===== config.mk =====
export PLATFORM = sky130hd
export DESIGN_NAME = brake_chopper_duty_control_top
export DESIGN_NICKNAME = d
export VERILOG_FILES = /design/src/sv/bcdc_pkg.sv /design/src/sv/bcdc_div.sv /design/src/sv/bcdc_dpath.sv /design/src/sv/bcdc_ctrl.sv /design/src/sv/brake_chopper_duty_control_top.sv
export SDC_FILE = /design/constraint.sdc
export NUM_CORES = 2
export LEC_CHECK = 0
export ABC_AREA = 0
export ABC_CLOCK_PERIOD_IN_PS = 10400
export BUFFER_PORTS_ARGS = -buffer_cell sky130_fd_sc_hd__buf_2
export CAP_MARGIN = 0
export CORE_ASPECT_RATIO = 1.2
export CORE_MARGIN = 3
export CORE_UTILIZATION = 65
export CTS_CLUSTER_SIZE = 30
export DETAILED_ROUTE_END_ITERATION = 12
export GPL_TIMING_DRIVEN = 0
export PLACE_DENSITY = 0.83
export SLEW_MARGIN = 20
export SYNTH_ARGS = -nofsm -noshare
export SYNTH_HDL_FRONTEND = slang
export SYNTH_SLANG_ARGS = --single-unit
export TNS_END_PERCENT = 30

===== constraint.sdc =====
create_clock -name clk -period 10.4 [get_ports clk]
set_clock_uncertainty 0.1 [all_clocks]
set_input_delay 1.04 -clock clk [delete_from_list [all_inputs] [get_ports clk]]
set_output_delay 1.04 -clock clk [all_outputs]
set_load 0.02 [all_outputs]

===== src/sv/bcdc_pkg.sv =====
// Shared types, constants and the filter function of the brake chopper duty controller.
// Used by every module of the block; depends on nothing else.
`default_nettype none

package bcdc_pkg;

    localparam int TIMEOUT_TICKS = 2000;
    localparam int TICK_W        = $clog2(TIMEOUT_TICKS + 2);

    localparam int ACC_W  = 34;
    localparam int DUTY_W = 17;
    localparam int NUM_W  = 50;
    localparam int DEN_W  = 33;
    localparam int QUO_W  = 17;
    localparam int CNT_W  = 5;

    localparam logic [15:0] K_TEMP = 16'd3277;
    localparam logic [15:0] K_CURR = 16'd655;
    localparam logic [15:0] K_VOLT = 16'd32768;

    localparam logic [DUTY_W-1:0] ONE_Q16    = 17'h10000;
    localparam logic [DUTY_W-1:0] AUTO_MIN   = 17'd1311;
    localparam logic [DUTY_W-1:0] OT_LIMIT   = 17'd58983;
    localparam logic [DUTY_W-1:0] ACTIVE_MIN = 17'd66;

    localparam logic [2:0] REG_TEMP_START = 3'd0;
    localparam logic [2:0] REG_TEMP_END   = 3'd1;
    localparam logic [2:0] REG_VOLT_START = 3'd2;
    localparam logic [2:0] REG_VOLT_END   = 3'd3;
    localparam logic [2:0] REG_AUTO_START = 3'd4;
    localparam logic [2:0] REG_AUTO_FULL  = 3'd5;
    localparam logic [2:0] REG_AUTO_FRAC  = 3'd6;
    localparam logic [2:0] REG_PWM_PERIOD = 3'd7;

    localparam logic [1:0] DIV_TEMP = 2'd0;
    localparam logic [1:0] DIV_VOLT = 2'd1;
    localparam logic [1:0] DIV_AUTO = 2'd2;

    typedef struct packed {
        logic signed [15:0] temp_start;
        logic signed [15:0] temp_end;
        logic [15:0]        volt_start;
        logic [15:0]        volt_end;
        logic [15:0]        auto_start;
        logic [15:0]        auto_full;
        logic [16:0]        auto_frac;
        logic [15:0]        pwm_period;
    } cfg_t;

    typedef struct packed {
        logic       capture;
        logic       filt;
        logic       div_start;
        logic [1:0] div_sel;
        logic       tf_store;
        logic       vf_store;
        logic       ceil_upd;
        logic       auto_mul;
        logic       auto_apply;
        logic       cmp_calc;
        logic       out_load;
    } cmd_t;

    // One step of the first-order low-pass: acc - floor(k * (acc - sample) / 65536).
    function automatic logic signed [ACC_W-1:0] lowpass(
        input logic signed [ACC_W-1:0] acc,
        input logic signed [ACC_W-1:0] smp,
        input logic [15:0]             k
    );
        logic signed [ACC_W:0]   d;
        logic signed [ACC_W+17:0] p;
        d = (ACC_W+1)'(acc) - (ACC_W+1)'(smp);
        p = (ACC_W+18)'(d) * $signed({1'b0, k});
        return acc - ACC_W'(p >>> 16);
    endfunction

endpackage

`default_nettype wire


===== src/sv/bcdc_div.sv =====
// Shared restoring divider of the duty controller, one quotient bit per cycle.
// Depends on bcdc_pkg for widths; the quotient must be known to fit QUO_W bits.
`default_nettype none

module bcdc_div (
    input  wire logic                     clk,
    input  wire logic                     rst_n,
    input  wire logic                     start,
    input  wire logic [bcdc_pkg::NUM_W-1:0] num,
    input  wire logic [bcdc_pkg::DEN_W-1:0] den,
    output logic                          done,
    output logic [bcdc_pkg::QUO_W-1:0]    quo
);
    import bcdc_pkg::*;

    logic [DEN_W-1:0] rem_reg, rem_next;
    logic [QUO_W-1:0] bits_reg, bits_next;
    logic [CNT_W-1:0] cnt_reg, cnt_next;
    logic             done_reg, done_next;
    logic [DEN_W:0]   trial;
    logic             ge;

    assign trial = {rem_reg, bits_reg[QUO_W-1]};
    assign ge    = trial >= {1'b0, den};

    always_comb
    begin
        rem_next  = rem_reg;
        bits_next = bits_reg;
        cnt_next  = cnt_reg;
        done_next = 1'b0;
        if (start)
        begin
            rem_next  = num[NUM_W-1:QUO_W];
            bits_next = num[QUO_W-1:0];
            cnt_next  = CNT_W'(QUO_W);
        end
        else if (cnt_reg != '0)
        begin
            // Numerator bits shift out of the top while quotient bits fill from below.
            rem_next  = ge ? DEN_W'(trial - {1'b0, den}) : trial[DEN_W-1:0];
            bits_next = {bits_reg[QUO_W-2:0], ge};
            cnt_next  = cnt_reg - 1'b1;
            done_next = (cnt_reg == CNT_W'(1));
        end
    end

    always_ff @(posedge clk or negedge rst_n)
    begin
        if (!rst_n)
        begin
            cnt_reg  <= '0;
            done_reg <= 1'b0;
        end
        else
        begin
            cnt_reg  <= cnt_next;
            done_reg <= done_next;
        end
    end

    always_ff @(posedge clk)
    begin
        rem_reg  <= rem_next;
        bits_reg <= bits_next;
    end

    assign done = done_reg;
    assign quo  = bits_reg;

endmodule

`default_nettype wire


===== src/sv/bcdc_dpath.sv =====
// Datapath of the duty controller: filters, derating factors, duty state and result registers.
// Depends on bcdc_pkg and bcdc_div; driven by commands from bcdc_ctrl.
`default_nettype none

module bcdc_dpath (
    input  wire logic                clk,
    input  wire logic                rst_n,
    input  wire bcdc_pkg::cmd_t      cmd,
    input  wire bcdc_pkg::cfg_t      cfg,
    input  wire logic                command,
    input  wire logic signed [15:0]  temp_a,
    input  wire logic signed [15:0]  temp_b,
    input  wire logic signed [15:0]  temp_c,
    input  wire logic signed [15:0]  input_current,
    input  wire logic [15:0]         input_voltage,
    input  wire logic [16:0]         manual_duty,
    output logic                     div_done,
    output logic [15:0]              compare_value,
    output logic [16:0]              duty_now,
    output logic [16:0]              duty_limit,
    output logic                     over_temp_led,
    output logic                     active_led,
    output logic signed [15:0]       current_filtered,
    output logic [15:0]              voltage_filtered,
    output logic signed [15:0]       temp_filtered
);
    import bcdc_pkg::*;

    logic signed [ACC_W-1:0] acc_t_reg, acc_c_reg, acc_v_reg;
    logic [DUTY_W-1:0]       duty_reg, ceil_reg, tf_reg, vf_reg;
    logic [TICK_W-1:0]       ticks_reg;
    logic signed [15:0]      tmax_reg, curr_reg;
    logic [15:0]             volt_reg;
    logic [NUM_W-1:0]        prod_reg;
    logic [15:0]             cmpv_reg;

    logic [15:0]       cmp_out_reg;
    logic [16:0]       duty_out_reg, lim_out_reg;
    logic              ot_out_reg, act_out_reg;
    logic [15:0]       curf_out_reg, volf_out_reg, tmpf_out_reg;

    logic signed [15:0]      tmax_ab, tmax_abc;
    logic signed [ACC_W-1:0] ts, te, vs, ve, as0, as1;
    logic signed [ACC_W-1:0] d_temp, d_volt, d_auto;
    logic [NUM_W-1:0]        div_num;
    logic [DEN_W-1:0]        div_den;
    logic [QUO_W-1:0]        quo;
    logic [DUTY_W-1:0]       tf_val, vf_val, ceil_min, auto_val;
    logic [DUTY_W-1:0]       tick_duty;
    logic [TICK_W-1:0]       tick_cnt;
    logic                    auto_on;
    logic [31:0]             cmp_prod;

    assign tmax_ab  = (temp_b > temp_a) ? temp_b : temp_a;
    assign tmax_abc = (temp_c > tmax_ab) ? temp_c : tmax_ab;

    assign ts  = {{2{cfg.temp_start[15]}}, cfg.temp_start, 16'b0};
    assign te  = {{2{cfg.temp_end[15]}}, cfg.temp_end, 16'b0};
    assign vs  = {2'b0, cfg.volt_start, 16'b0};
    assign ve  = {2'b0, cfg.volt_end, 16'b0};
    assign as0 = {2'b0, cfg.auto_start, 16'b0};
    assign as1 = {2'b0, cfg.auto_full, 16'b0};

    assign d_temp = te - acc_t_reg;
    assign d_volt = acc_v_reg - ve;
    assign d_auto = acc_v_reg - as0;

    always_comb
    begin
        unique case (cmd.div_sel)
            DIV_TEMP:
            begin
                div_num = {1'b0, d_temp[DEN_W-1:0], 16'b0};
                div_den = DEN_W'(te - ts);
            end
            DIV_VOLT:
            begin
                div_num = {1'b0, d_volt[DEN_W-1:0], 16'b0};
                div_den = DEN_W'(vs - ve);
            end
            DIV_AUTO:
            begin
                div_num = prod_reg;
                div_den = DEN_W'(as1 - as0);
            end
            default:
            begin
                div_num = prod_reg;
                div_den = '0;
            end
        endcase
    end

    bcdc_div u_div (
        .clk   (clk),
        .rst_n (rst_n),
        .start (cmd.div_start),
        .num   (div_num),
        .den   (div_den),
        .done  (div_done),
        .quo   (quo)
    );

    // Curve ends take priority over the quotient, which only covers the sloped part.
    always_comb
    begin
        priority if (acc_t_reg < ts)
            tf_val = ONE_Q16;
        else if (acc_t_reg > te)
            tf_val = '0;
        else if (te == ts)
            tf_val = ONE_Q16;
        else
            tf_val = quo;

        priority if (acc_v_reg > vs)
            vf_val = ONE_Q16;
        else if (acc_v_reg < ve)
            vf_val = '0;
        else if (ve == vs)
            vf_val = ONE_Q16;
        else
            vf_val = quo;

        priority if (acc_v_reg > as1 || as1 == as0)
            auto_val = cfg.auto_frac;
        else
            auto_val = quo;
    end

    assign auto_on  = (cfg.auto_frac >= AUTO_MIN) && !(acc_v_reg < as0) && (auto_val != '0);
    assign ceil_min = (tf_reg < vf_reg) ? tf_reg : vf_reg;

    // Period times duty stays below 2^32, so the compare count is bits 31:16.
    assign cmp_prod = cfg.pwm_period * duty_reg;

    always_comb
    begin
        tick_cnt  = ticks_reg + 1'b1;
        tick_duty = duty_reg;
        if (duty_reg > ceil_min)
        begin
            tick_duty = ceil_min;
            tick_cnt  = '0;
        end
        if (tick_cnt > TICK_W'(TIMEOUT_TICKS))
        begin
            tick_duty = '0;
            tick_cnt  = '0;
        end
    end

    always_ff @(posedge clk or negedge rst_n)
    begin
        if (!rst_n)
        begin
            acc_t_reg <= '0;
            acc_c_reg <= '0;
            acc_v_reg <= '0;
            duty_reg  <= '0;
            ceil_reg  <= ONE_Q16;
            ticks_reg <= '0;
        end
        else
        begin
            if (cmd.capture && command)
            begin
                duty_reg  <= (manual_duty > ceil_reg) ? ceil_reg : manual_duty;
                ticks_reg <= '0;
            end
            if (cmd.filt)
            begin
                acc_t_reg <= lowpass(acc_t_reg, {{2{tmax_reg[15]}}, tmax_reg, 16'b0}, K_TEMP);
                acc_c_reg <= lowpass(acc_c_reg, {{2{curr_reg[15]}}, curr_reg, 16'b0}, K_CURR);
                acc_v_reg <= lowpass(acc_v_reg, {2'b0, volt_reg, 16'b0}, K_VOLT);
            end
            if (cmd.ceil_upd)
            begin
                ceil_reg  <= ceil_min;
                duty_reg  <= tick_duty;
                ticks_reg <= tick_cnt;
            end
            if (cmd.auto_apply && auto_on)
            begin
                duty_reg  <= (auto_val > ceil_reg) ? ceil_reg : auto_val;
                ticks_reg <= '0;
            end
        end
    end

    always_ff @(posedge clk)
    begin
        if (cmd.capture)
        begin
            tmax_reg <= tmax_abc;
            curr_reg <= input_current;
            volt_reg <= input_voltage;
        end
        if (cmd.tf_store)
            tf_reg <= tf_val;
        if (cmd.vf_store)
            vf_reg <= vf_val;
        if (cmd.auto_mul)
            prod_reg <= NUM_W'(d_auto[DEN_W-1:0] * cfg.auto_frac);
        if (cmd.cmp_calc)
            cmpv_reg <= cmp_prod[31:16];
        if (cmd.out_load)
        begin
            cmp_out_reg  <= cmpv_reg;
            duty_out_reg <= duty_reg;
            lim_out_reg  <= ceil_reg;
            ot_out_reg   <= tf_reg < OT_LIMIT;
            act_out_reg  <= duty_reg >= ACTIVE_MIN;
            curf_out_reg <= acc_c_reg[31:16];
            volf_out_reg <= acc_v_reg[31:16];
            tmpf_out_reg <= acc_t_reg[31:16];
        end
    end

    assign compare_value    = cmp_out_reg;
    assign duty_now         = duty_out_reg;
    assign duty_limit       = lim_out_reg;
    assign over_temp_led    = ot_out_reg;
    assign active_led       = act_out_reg;
    assign current_filtered = curf_out_reg;
    assign voltage_filtered = volf_out_reg;
    assign temp_filtered    = tmpf_out_reg;

endmodule

`default_nettype wire


===== src/sv/bcdc_ctrl.sv =====
// Sequencer of the duty controller: steps one request through filter (ticks only), divisions and result.
// Depends on bcdc_pkg; drives bcdc_dpath through a command struct.
`default_nettype none

module bcdc_ctrl (
    input  wire logic           clk,
    input  wire logic           rst_n,
    input  wire logic           item_valid,
    input  wire logic           command,
    input  wire logic           result_stall,
    input  wire logic           div_done,
    output logic                item_stall,
    output logic                result_valid,
    output bcdc_pkg::cmd_t      cmd
);
    import bcdc_pkg::*;

    localparam logic [3:0] S_IDLE   = 4'd0;
    localparam logic [3:0] S_FILT   = 4'd1;
    localparam logic [3:0] S_TSTART = 4'd2;
    localparam logic [3:0] S_TWAIT  = 4'd3;
    localparam logic [3:0] S_VSTART = 4'd4;
    localparam logic [3:0] S_VWAIT  = 4'd5;
    localparam logic [3:0] S_CEIL   = 4'd6;
    localparam logic [3:0] S_AMUL   = 4'd7;
    localparam logic [3:0] S_ASTART = 4'd8;
    localparam logic [3:0] S_AWAIT  = 4'd9;
    localparam logic [3:0] S_CMP    = 4'd10;
    localparam logic [3:0] S_DONE   = 4'd11;

    logic [3:0] state_reg, state_next;
    logic       manual_reg, manual_next;
    logic       valid_reg, valid_next;
    logic       slot_free;

    assign slot_free = !valid_reg || !result_stall;

    always_comb
    begin
        state_next  = state_reg;
        manual_next = manual_reg;
        valid_next  = valid_reg && result_stall;
        cmd         = '0;
        unique case (state_reg)
            S_IDLE:
            begin
                if (item_valid)
                begin
                    cmd.capture = 1'b1;
                    manual_next = command;
                    state_next  = command ? S_TSTART : S_FILT;
                end
            end
            S_FILT:
            begin
                cmd.filt   = 1'b1;
                state_next = S_TSTART;
            end
            S_TSTART:
            begin
                cmd.div_sel   = DIV_TEMP;
                cmd.div_start = 1'b1;
                state_next    = S_TWAIT;
            end
            S_TWAIT:
            begin
                cmd.div_sel = DIV_TEMP;
                if (div_done)
                begin
                    cmd.tf_store = 1'b1;
                    state_next   = manual_reg ? S_CMP : S_VSTART;
                end
            end
            S_VSTART:
            begin
                cmd.div_sel   = DIV_VOLT;
                cmd.div_start = 1'b1;
                state_next    = S_VWAIT;
            end
            S_VWAIT:
            begin
                cmd.div_sel = DIV_VOLT;
                if (div_done)
                begin
                    cmd.vf_store = 1'b1;
                    state_next   = S_CEIL;
                end
            end
            S_CEIL:
            begin
                cmd.ceil_upd = 1'b1;
                state_next   = S_AMUL;
            end
            S_AMUL:
            begin
                cmd.auto_mul = 1'b1;
                state_next   = S_ASTART;
            end
            S_ASTART:
            begin
                cmd.div_sel   = DIV_AUTO;
                cmd.div_start = 1'b1;
                state_next    = S_AWAIT;
            end
            S_AWAIT:
            begin
                cmd.div_sel = DIV_AUTO;
                if (div_done)
                begin
                    cmd.auto_apply = 1'b1;
                    state_next     = S_CMP;
                end
            end
            S_CMP:
            begin
                cmd.cmp_calc = 1'b1;
                state_next   = S_DONE;
            end
            S_DONE:
            begin
                if (slot_free)
                begin
                    cmd.out_load = 1'b1;
                    valid_next   = 1'b1;
                    state_next   = S_IDLE;
                end
            end
            default:
            begin
                state_next = S_IDLE;
            end
        endcase
    end

    always_ff @(posedge clk or negedge rst_n)
    begin
        if (!rst_n)
        begin
            state_reg  <= S_IDLE;
            manual_reg <= 1'b0;
            valid_reg  <= 1'b0;
        end
        else
        begin
            state_reg  <= state_next;
            manual_reg <= manual_next;
            valid_reg  <= valid_next;
        end
    end

    assign item_stall   = (state_reg != S_IDLE);
    assign result_valid = valid_reg;

endmodule

`default_nettype wire


===== src/sv/brake_chopper_duty_control_top.sv =====
// Brake chopper duty controller: a tick request filters the hottest of three temperatures,
// the input current and the input voltage, derates the duty ceiling on temperature and
// undervoltage, enforces a 2000-tick timeout and optional voltage-driven automatic duty; a
// manual request sets a clamped duty. One request is processed at a time. A tick makes three
// passes through the shared 17-step divider and a manual set one; the next request can be
// accepted once the result is loaded into the output register. A finished result waits in
// an output register while the next request is taken. Configuration registers sit on the
// APB port at byte address 4*i.
// Depends on bcdc_pkg, bcdc_ctrl, bcdc_dpath and bcdc_div.
`default_nettype none

module brake_chopper_duty_control_top (
    input  wire logic               clk,
    input  wire logic               rst_n,
    input  wire logic               psel,
    input  wire logic               penable,
    input  wire logic               pwrite,
    input  wire logic [4:0]         paddr,
    input  wire logic [31:0]        pwdata,
    output logic [31:0]             prdata,
    output logic                    pready,
    input  wire logic               item_valid,
    output logic                    item_stall,
    input  wire logic               command,
    input  wire logic signed [15:0] temp_a,
    input  wire logic signed [15:0] temp_b,
    input  wire logic signed [15:0] temp_c,
    input  wire logic signed [15:0] input_current,
    input  wire logic [15:0]        input_voltage,
    input  wire logic [16:0]        manual_duty,
    output logic                    result_valid,
    input  wire logic               result_stall,
    output logic [15:0]             compare_value,
    output logic [16:0]             duty_now,
    output logic [16:0]             duty_limit,
    output logic                    over_temp_led,
    output logic                    active_led,
    output logic signed [15:0]      current_filtered,
    output logic [15:0]             voltage_filtered,
    output logic signed [15:0]      temp_filtered
);
    import bcdc_pkg::*;

    cfg_t       cfg_reg;
    cmd_t       cmd;
    logic       div_done;
    logic       wr_en;
    logic [2:0] reg_idx;

    assign pready  = 1'b1;
    assign wr_en   = psel && penable && pwrite;
    assign reg_idx = paddr[4:2];

    always_ff @(posedge clk or negedge rst_n)
    begin
        if (!rst_n)
        begin
            cfg_reg.temp_start <= 16'sd1280;
            cfg_reg.temp_end   <= 16'sd1600;
            cfg_reg.volt_start <= 16'd1280;
            cfg_reg.volt_end   <= 16'd960;
            cfg_reg.auto_start <= 16'd0;
            cfg_reg.auto_full  <= 16'd0;
            cfg_reg.auto_frac  <= 17'd0;
            cfg_reg.pwm_period <= 16'd1066;
        end
        else if (wr_en)
        begin
            unique case (reg_idx)
                REG_TEMP_START: cfg_reg.temp_start <= pwdata[15:0];
                REG_TEMP_END:   cfg_reg.temp_end   <= pwdata[15:0];
                REG_VOLT_START: cfg_reg.volt_start <= pwdata[15:0];
                REG_VOLT_END:   cfg_reg.volt_end   <= pwdata[15:0];
                REG_AUTO_START: cfg_reg.auto_start <= pwdata[15:0];
                REG_AUTO_FULL:  cfg_reg.auto_full  <= pwdata[15:0];
                REG_AUTO_FRAC:  cfg_reg.auto_frac  <= pwdata[16:0];
                REG_PWM_PERIOD: cfg_reg.pwm_period <= pwdata[15:0];
                default:        cfg_reg.pwm_period <= cfg_reg.pwm_period;
            endcase
        end
    end

    always_comb
    begin
        unique case (reg_idx)
            REG_TEMP_START: prdata = {16'b0, cfg_reg.temp_start};
            REG_TEMP_END:   prdata = {16'b0, cfg_reg.temp_end};
            REG_VOLT_START: prdata = {16'b0, cfg_reg.volt_start};
            REG_VOLT_END:   prdata = {16'b0, cfg_reg.volt_end};
            REG_AUTO_START: prdata = {16'b0, cfg_reg.auto_start};
            REG_AUTO_FULL:  prdata = {16'b0, cfg_reg.auto_full};
            REG_AUTO_FRAC:  prdata = {15'b0, cfg_reg.auto_frac};
            REG_PWM_PERIOD: prdata = {16'b0, cfg_reg.pwm_period};
            default:        prdata = '0;
        endcase
    end

    bcdc_ctrl u_ctrl (
        .clk          (clk),
        .rst_n        (rst_n),
        .item_valid   (item_valid),
        .command      (command),
        .result_stall (result_stall),
        .div_done     (div_done),
        .item_stall   (item_stall),
        .result_valid (result_valid),
        .cmd          (cmd)
    );

    bcdc_dpath u_dpath (
        .clk              (clk),
        .rst_n            (rst_n),
        .cmd              (cmd),
        .cfg              (cfg_reg),
        .command          (command),
        .temp_a           (temp_a),
        .temp_b           (temp_b),
        .temp_c           (temp_c),
        .input_current    (input_current),
        .input_voltage    (input_voltage),
        .manual_duty      (manual_duty),
        .div_done         (div_done),
        .compare_value    (compare_value),
        .duty_now         (duty_now),
        .duty_limit       (duty_limit),
        .over_temp_led    (over_temp_led),
        .active_led       (active_led),
        .current_filtered (current_filtered),
        .voltage_filtered (voltage_filtered),
        .temp_filtered    (temp_filtered)
    );

`ifndef SYNTH
    // The applied duty never exceeds the derating ceiling reported with it.
    a_duty_under_limit: assert property (@(posedge clk) disable iff (!rst_n)
        result_valid |-> duty_now <= duty_limit)
        else $error("duty above ceiling");

    // A request is worked on alone, so the cycle after acceptance is stalled.
    a_one_at_a_time: assert property (@(posedge clk) disable iff (!rst_n)
        item_valid && !item_stall |=> item_stall)
        else $error("request accepted while busy");

    // Zero duty gives a zero compare count and a dark activity LED.
    a_zero_duty: assert property (@(posedge clk) disable iff (!rst_n)
        result_valid && duty_now == 17'd0 |-> compare_value == 16'd0 && !active_led)
        else $error("zero duty gives nonzero output");
`endif

endmodule

`default_nettype wire


# Yosys cells after proc, flatten, opt, wreduce, memory -nomap -nowiden

Cells that the tools add are included.
Widths: inputs -> output; s select.

Add/subtract/negate cells: 15
Multipliers: 4
Magnitude comparators: 17
Equal/unequal tests: 30
Multiplexer cells: 56
Reductions and logical operators: 36

Operator list:

| kind                   | count |
|---|---|
| $pmux 32 s8            | 1 |
| $mux 17                | 15 |
| $pmux 50 s2            | 1 |
| $mux 33                | 3 |
| $pmux 33 s3            | 1 |
| $sub 32x32->33         | 3 |
| $sub 33x33->33         | 3 |
| $sub 34x32->35         | 2 |
| $gt 34x33->1           | 2 |
| $lt 34x33->1           | 2 |
| $mux 11                | 5 |
| $gt 17x17->1           | 3 |
| $mul 33x17->50         | 1 |
| $eq 16x16->1           | 3 |
| $mul 35x13->48 const B | 1 |
| $pmux 4 s12            | 1 |
| $mul 35x11->46 const B | 1 |
| $sub 34x33->35         | 1 |
| $ge 34x33->1           | 1 |
| $gt 34x32->1           | 1 |
| $lt 34x32->1           | 1 |
| $sub 34x30->34         | 1 |
| $sub 34x32->34         | 1 |
| $sub 34x34->34         | 1 |
| other kinds (44)       | 103 |

Bits in registers: 586
Word-level logic and storage cells: 196

# Longest topological paths before layout

Depth after elaboration: 9
Gate-level depth with buffers: 45
Mapped depth without buffers: 45

# Modules after synthesis

Synthesis repeated with hierarchy kept, for this count alone.

Cell total of the unflattened synthesis: 8757
Area, all modules: 82278.9 um^2

By module, submodules not included:

| module                         | times used | cells an instance | area an instance (um^2) | seq. area each (um^2) |
|---|---|---|---|---|
| bcdc_dpath                     | 1          | 7754              | 71038.1                 | 11126.9 |
| brake_chopper_duty_control_top | 1          | 436               | 6088.3                  | 3246.9 |
| bcdc_div                       | 1          | 503               | 4615.7                  | 1651.6 |
| bcdc_ctrl                      | 1          | 64                | 536.8                   | 150.1 |

# Least setup slack after synthesis

OpenSTA, ideal clock, no wires.

Path type: flip-flop to flip-flop
From: reg u_dpath.acc_t_reg[25]
To: reg u_dpath.acc_t_reg[32]
Arrival: 8761 ps
Data required time: 10171 ps
Slack: 1410 ps
Stages on the path, launching flop included: 39
Period minus slack after synthesis: 8990 ps
Cells stage by stage: dfrtp_1 > ha_1 > buf_2 > nand4_1 > or2_2 > a2111oi_0 > nor3_1 > or3_1 > xnor2_1 > ha_1 > inv_1 > fa_1 > inv_1 > ha_1 > fa_1 > inv_1 > fa_1 > inv_1 > [... 3 more ...] > a21oi_1 > o31ai_1 > and2_1 > o21a_1 > o21a_1 > or2_2 > ha_1 > a21o_1 > a21o_1 > a21o_1 > a21o_1 > a21o_1 > o41ai_2 > o21ai_1 > a21o_1 > a21oi_1 > xor2_1 > o21ai_1

Word-level cells in the longest chain between the ends: 3

Ends and longest elaborated chain:

| element                | line              | text |
|---|---|---|
| start, declared        | bcdc_dpath.sv:29  | `logic signed [ACC_W-1:0] acc_t_reg, acc_c_reg, acc_v_reg;` |
| start signal, assigned | bcdc_dpath.sv:173 | `acc_t_reg <= lowpass(acc_t_reg, {{2{tmax_reg[15]}}, tmax_reg, 16'b0}, K_TEMP);` |
| $sub 34x32->35         | bcdc_pkg.sv:72    | `d = (ACC_W+1)'(acc) - (ACC_W+1)'(smp);` |
| $mul 35x13->48         | bcdc_pkg.sv:73    | `p = (ACC_W+18)'(d) * $signed({1'b0, k});` |
| $sub 34x32->34 (*)     | bcdc_pkg.sv:74    | `return acc - ACC_W'(p >>> 16);` |

Mark *: on every way between the ends. The rest lies on a longest branch, timed or not.
A chain may end at the register's enable or synchronous reset.

# Worst setup path in the final report

From: reg u_dpath.acc_v_reg[18]
To: reg u_dpath.prod_reg[49] (data pin)

Word-level cells in the longest chain between the ends: 2

Ends and longest elaborated chain:

| element                | line              | text |
|---|---|---|
| start, declared        | bcdc_dpath.sv:29  |  |
| start signal, assigned | bcdc_dpath.sv:175 | `acc_v_reg <= lowpass(acc_v_reg, {2'b0, volt_reg, 16'b0}, K_VOLT);` |
| $sub 33x33->33         | bcdc_dpath.sv:66  | `assign d_auto = acc_v_reg - as0;` |
| $mul 33x17->50         | bcdc_dpath.sv:204 | `prod_reg <= NUM_W'(d_auto[DEN_W-1:0] * cfg.auto_frac);` |
| end signal, assigned   | bcdc_dpath.sv:204 |  |
| end, declared          | bcdc_dpath.sv:34  | `logic [NUM_W-1:0] prod_reg;` |

No other way between the ends.

==> metrics.txt <==
# TYPE chip_impl_metric gauge
chip_impl_metric{name="multi_input_comb_area",unit="µm²"} 57300
chip_impl_metric{name="synthesis.area_per_instance",unit="µm²"} 9.20
chip_impl_info{name="critPathSlowestCell",value="dfrtp_1"} 1
chip_impl_metric{name="worst_r2r_path_depth",unit=""} 30
chip_impl_metric{name="critical_path_peak_fanout",unit=""} 10
chip_impl_metric{name="io_buffer_count",unit=""} 241
chip_impl_metric{name="worst_setup_hold_path_clk_slew",unit="ns"} 0.07
chip_impl_info{name="most_used_standard_cells_in_the_synthesized_netlist",value="inv_1, nand2_1, fa_1"} 1
chip_impl_info{name="critical_path.most_common_cell",value="fa_1"} 1
chip_impl_metric{name="yosys_register_bits",unit=""} 586
chip_impl_metric{name="drcViolationCount",unit=""} 0
chip_impl_metric{name="antenna_found_initial",unit=""} 7
chip_impl_metric{name="arrival",unit="ns"} 10.35
chip_impl_metric{name="min_cycle_time_layout",unit="ns"} 10.03
chip_impl_info{name="min-delay-path-class",value="in -> async"} 1
chip_impl_metric{name="dieHeight",unit="µm"} 391
chip_impl_metric{name="fin_crit_sh",unit=""} 0.965
chip_impl_metric{name="timing.final.max_slew_violations",unit=""} 0
chip_impl_metric{name="postSynth.asyncResetShare",unit=""} 0.491
chip_impl_metric{name="floorplan.initialDensity",unit=""} 0.658
chip_impl_info{name="critical_path.endpoint_type",value="register"} 1
chip_impl_metric{name="die_area",unit="µm²"} 128000
chip_impl_metric{name="dp_hpwl",unit="µm"} 218000
chip_impl_metric{name="largest_register_ff_count",unit=""} 129
chip_impl_metric{name="syn-instance-count",unit=""} 8729
chip_impl_metric{name="ioPinCount",unit=""} 277
chip_impl_metric{name="drtAntennaViolNets",unit=""} 0
chip_impl_info{name="ys.flop_type",value="edfxtp_1"} 1
chip_impl_info{name="worstReg2RegStart",value="u_dpath.acc_v_reg[18]"} 1
chip_impl_metric{name="finalSetupViolCount",unit=""} 0
chip_impl_info{name="clockRootBuffer",value="clkbuf_16"} 1
chip_impl_metric{name="synth_enable_flop_cells",unit=""} 298
chip_impl_metric{name="groute.usage.overall",unit=""} 0.421
chip_impl_metric{name="dr.first_iter.drc_count",unit=""} 6413
chip_impl_metric{name="clock_tree.buffer_depth",unit=""} 3
chip_impl_info{name="status",value="complete, no violations"} 1
chip_impl_metric{name="met2_wirelength",unit="µm"} 122000
chip_impl_metric{name="gp_congestion",unit=""} 1.02
chip_impl_metric{name="wl_per_cell",unit="µm"} 24.8
chip_impl_metric{name="num-fill-cells",unit=""} 9387
chip_impl_info{name="cts_tree",value="done"} 1
chip_impl_metric{name="ys_warn_count",unit=""} 0
chip_impl_info{name="route.top_layer_used",value="met5"} 1
chip_impl_metric{name="relSlewSlack",unit=""} 0.215
chip_impl_info{name="setup.worst_path.class",value="reg -> reg"} 1
chip_impl_metric{name="drive_gt1_frac",unit=""} 0.0633
chip_impl_metric{name="clock_sink_count",unit=""} 586
chip_impl_metric{name="design.final.nets",unit=""} 11100
chip_impl_metric{name="core-area",unit="µm²"} 122000
chip_impl_metric{name="route.met3.wl",unit="µm"} 24900
chip_impl_metric{name="max_clock_freq",unit="MHz"} 99.7
chip_impl_metric{name="cts_inserted_buffers",unit=""} 67
chip_impl_metric{name="timing.critical_path.required",unit="ns"} 10.72
chip_impl_metric{name="netlist_area",unit="µm²"} 80300
chip_impl_metric{name="worst_skew_pair_latency",unit="ns"} 0.70
chip_impl_metric{name="finalHoldWorstSlack",unit="ns"} 0.266
chip_impl_metric{name="drt_pass_1_iters",unit=""} 7
chip_impl_info{name="area_contributors_post_synth",value="fa_1, ha_1, edfxtp_1, dfrtp_1, inv_1"} 1
chip_impl_metric{name="wl_met1",unit="µm"} 99200
chip_impl_metric{name="synth_sequential_area_ratio",unit=""} 0.201
chip_impl_metric{name="cts-htree-levels",unit=""} 3
chip_impl_metric{name="yosys.area.top_type_share",unit=""} 0.241
chip_impl_metric{name="preCtsSetupSlack",unit="ns"} 0.0178
chip_impl_metric{name="ys_types",unit=""} 107
chip_impl_metric{name="worst-slew-pin-transition",unit="ns"} 1.18
chip_impl_info{name="yosys.cell_count.top_type",value="inv_1"} 1
chip_impl_metric{name="area.sequential",unit="µm²"} 16200
chip_impl_metric{name="max_stage_delay",unit="ns"} 0.86
chip_impl_metric{name="max_capacitance_violation_total",unit=""} 0
chip_impl_metric{name="grt_first_pass_wirelength",unit="µm"} 407000
chip_impl_metric{name="core.rowCount",unit=""} 140
chip_impl_metric{name="final_hold_vio_count",unit=""} 0
chip_impl_metric{name="postLayoutSetupSlackWorst",unit="ns"} 0.367
chip_impl_metric{name="post_drt_via_cell_ratio",unit=""} 6.19
chip_impl_metric{name="placed_area",unit="µm²"} 83900
chip_impl_metric{name="global_route.overflow_total",unit=""} 0
chip_impl_info{name="crit-reg2reg-capture",value="u_dpath.prod_reg[49]"} 1
chip_impl_info{name="critPathLaunchType",value="register"} 1
chip_impl_info{name="synth_largest_area_cell",value="fa_1"} 1
chip_impl_metric{name="detail_route.wirelength",unit="µm"} 267000
chip_impl_metric{name="rrSetupSlack",unit="ns"} 0.37
chip_impl_metric{name="number_of_global_route_vias_before_repair",unit=""} 68700
chip_impl_metric{name="die_width",unit="µm"} 327
chip_impl_metric{name="final_cell_area",unit="µm²"} 86500
chip_impl_metric{name="grt_start_max_net_pins",unit=""} 84
chip_impl_metric{name="vias",unit=""} 66600
chip_impl_metric{name="syn2layout_area_growth",unit="%"} 7.66
==> final cells by class <==
type / instances / area share
inverters: 1530 / 0.0665
well taps: 1633 / 0.0236
plain buffers: 345 / 0.0160
clock buffers: 83 / 0.0209
flip-flops and latches: 586 / 0.187
multi-input cells: 6282 / 0.663
repair buffers: 256 / 0.0173
diodes: 9 / 0.000261
clock inverters: 40 / 0.00520
==> cells in the final DEF (no fill, tap or decap), types with 72 or more instances in the layout <==
cell type,n
inv_1,1526
nand2_1,1086
fa_1,966
ha_1,965
o21ai_0,440
a21oi_1,376
edfxtp_1,298
clkbuf_1,297
and2_1,279
nor2_1,275
dfrtp_1,270
buf_2,254
xnor2_1,224
a21o_1,184
xor2_1,142
nand3_1,135
nor2b_1,93
mux2i_1,85
nand2b_1,79
o21a_1,72
==> stage by stage <==
step                cells   util  setup TNS, ns
global placement    10600  0.685              0
detailed placement  10600  0.687              0
global route        10800  0.708         -0.109
floorplan            8743      -              0
CTS                 10800  0.706              0
finish              10800  0.708              0
==> how the worst max path moves through the flow <==
stage                            endpoint  depth (start not counted)             startpoint  slack, ns
global placement     u_dpath.prod_reg[48]                         37  u_dpath.acc_v_reg[16]       0.14
global route        u_dpath.acc_c_reg[33]                         38  u_dpath.acc_c_reg[17]      -0.08
floorplan           u_dpath.acc_t_reg[32]                         38  u_dpath.acc_t_reg[25]       1.41
detailed placement  u_dpath.acc_c_reg[33]                         41  u_dpath.acc_c_reg[16]       0.02
finish               u_dpath.prod_reg[49]                         30  u_dpath.acc_v_reg[18]       0.37
CTS                  u_dpath.prod_reg[49]                         31  u_dpath.acc_v_reg[17]       0.08
==> what timing repair did <==
item	4_1_cts	5_1_grt
pin swaps	0	1
endpoints found under the hold margin	0	0
setup buffers	0	4
endpoints found under the setup margin	2	25
gates resized for setup	2	38
hold buffers	0	0
==> critical path: cells and delay by family (launching register included) <==
| kind | cells | cell delay [ns] |
|---|---|---|
| adders and majority gates | 8 | 3.79 |
| xor gates and xnor gates | 1 | 0.07 |
| buffers and inverters | 4 | 0.74 |
| DFF | 1 | 0.86 |
| and+or+nand+nor | 4 | 1.34 |
| AOI/OAI and AO/OA | 13 | 2.86 |
==> layer usage <==
layer / global-route usage / up-vias
met1: 0.526 / 32800
met2: 0.678 / 3518
met5: 0 / -
met3: 0.0781 / 890
li1: - / 29400
met4: 0.264 / 4
==> cell families (layout without fill, tap and decap cells) <==
family	after synthesis	count (layout)	synth area share
XOR/XNOR	378	378	0.0414
multiplexers	157	157	0.0214
other	2	25	0.0000935
AND/OR/NAND/NOR	2258	2258	0.132
flip-flops	586	586	0.201
adder cells (fa/ha/maj)	1931	1931	0.391
buffers and inverters	1875	2254	0.0886
AO/OA/AOI/OAI	1542	1542	0.124
Power is not shown: default switching activity piles up to over one toggle a cycle in this logic, so the estimate is an artifact.
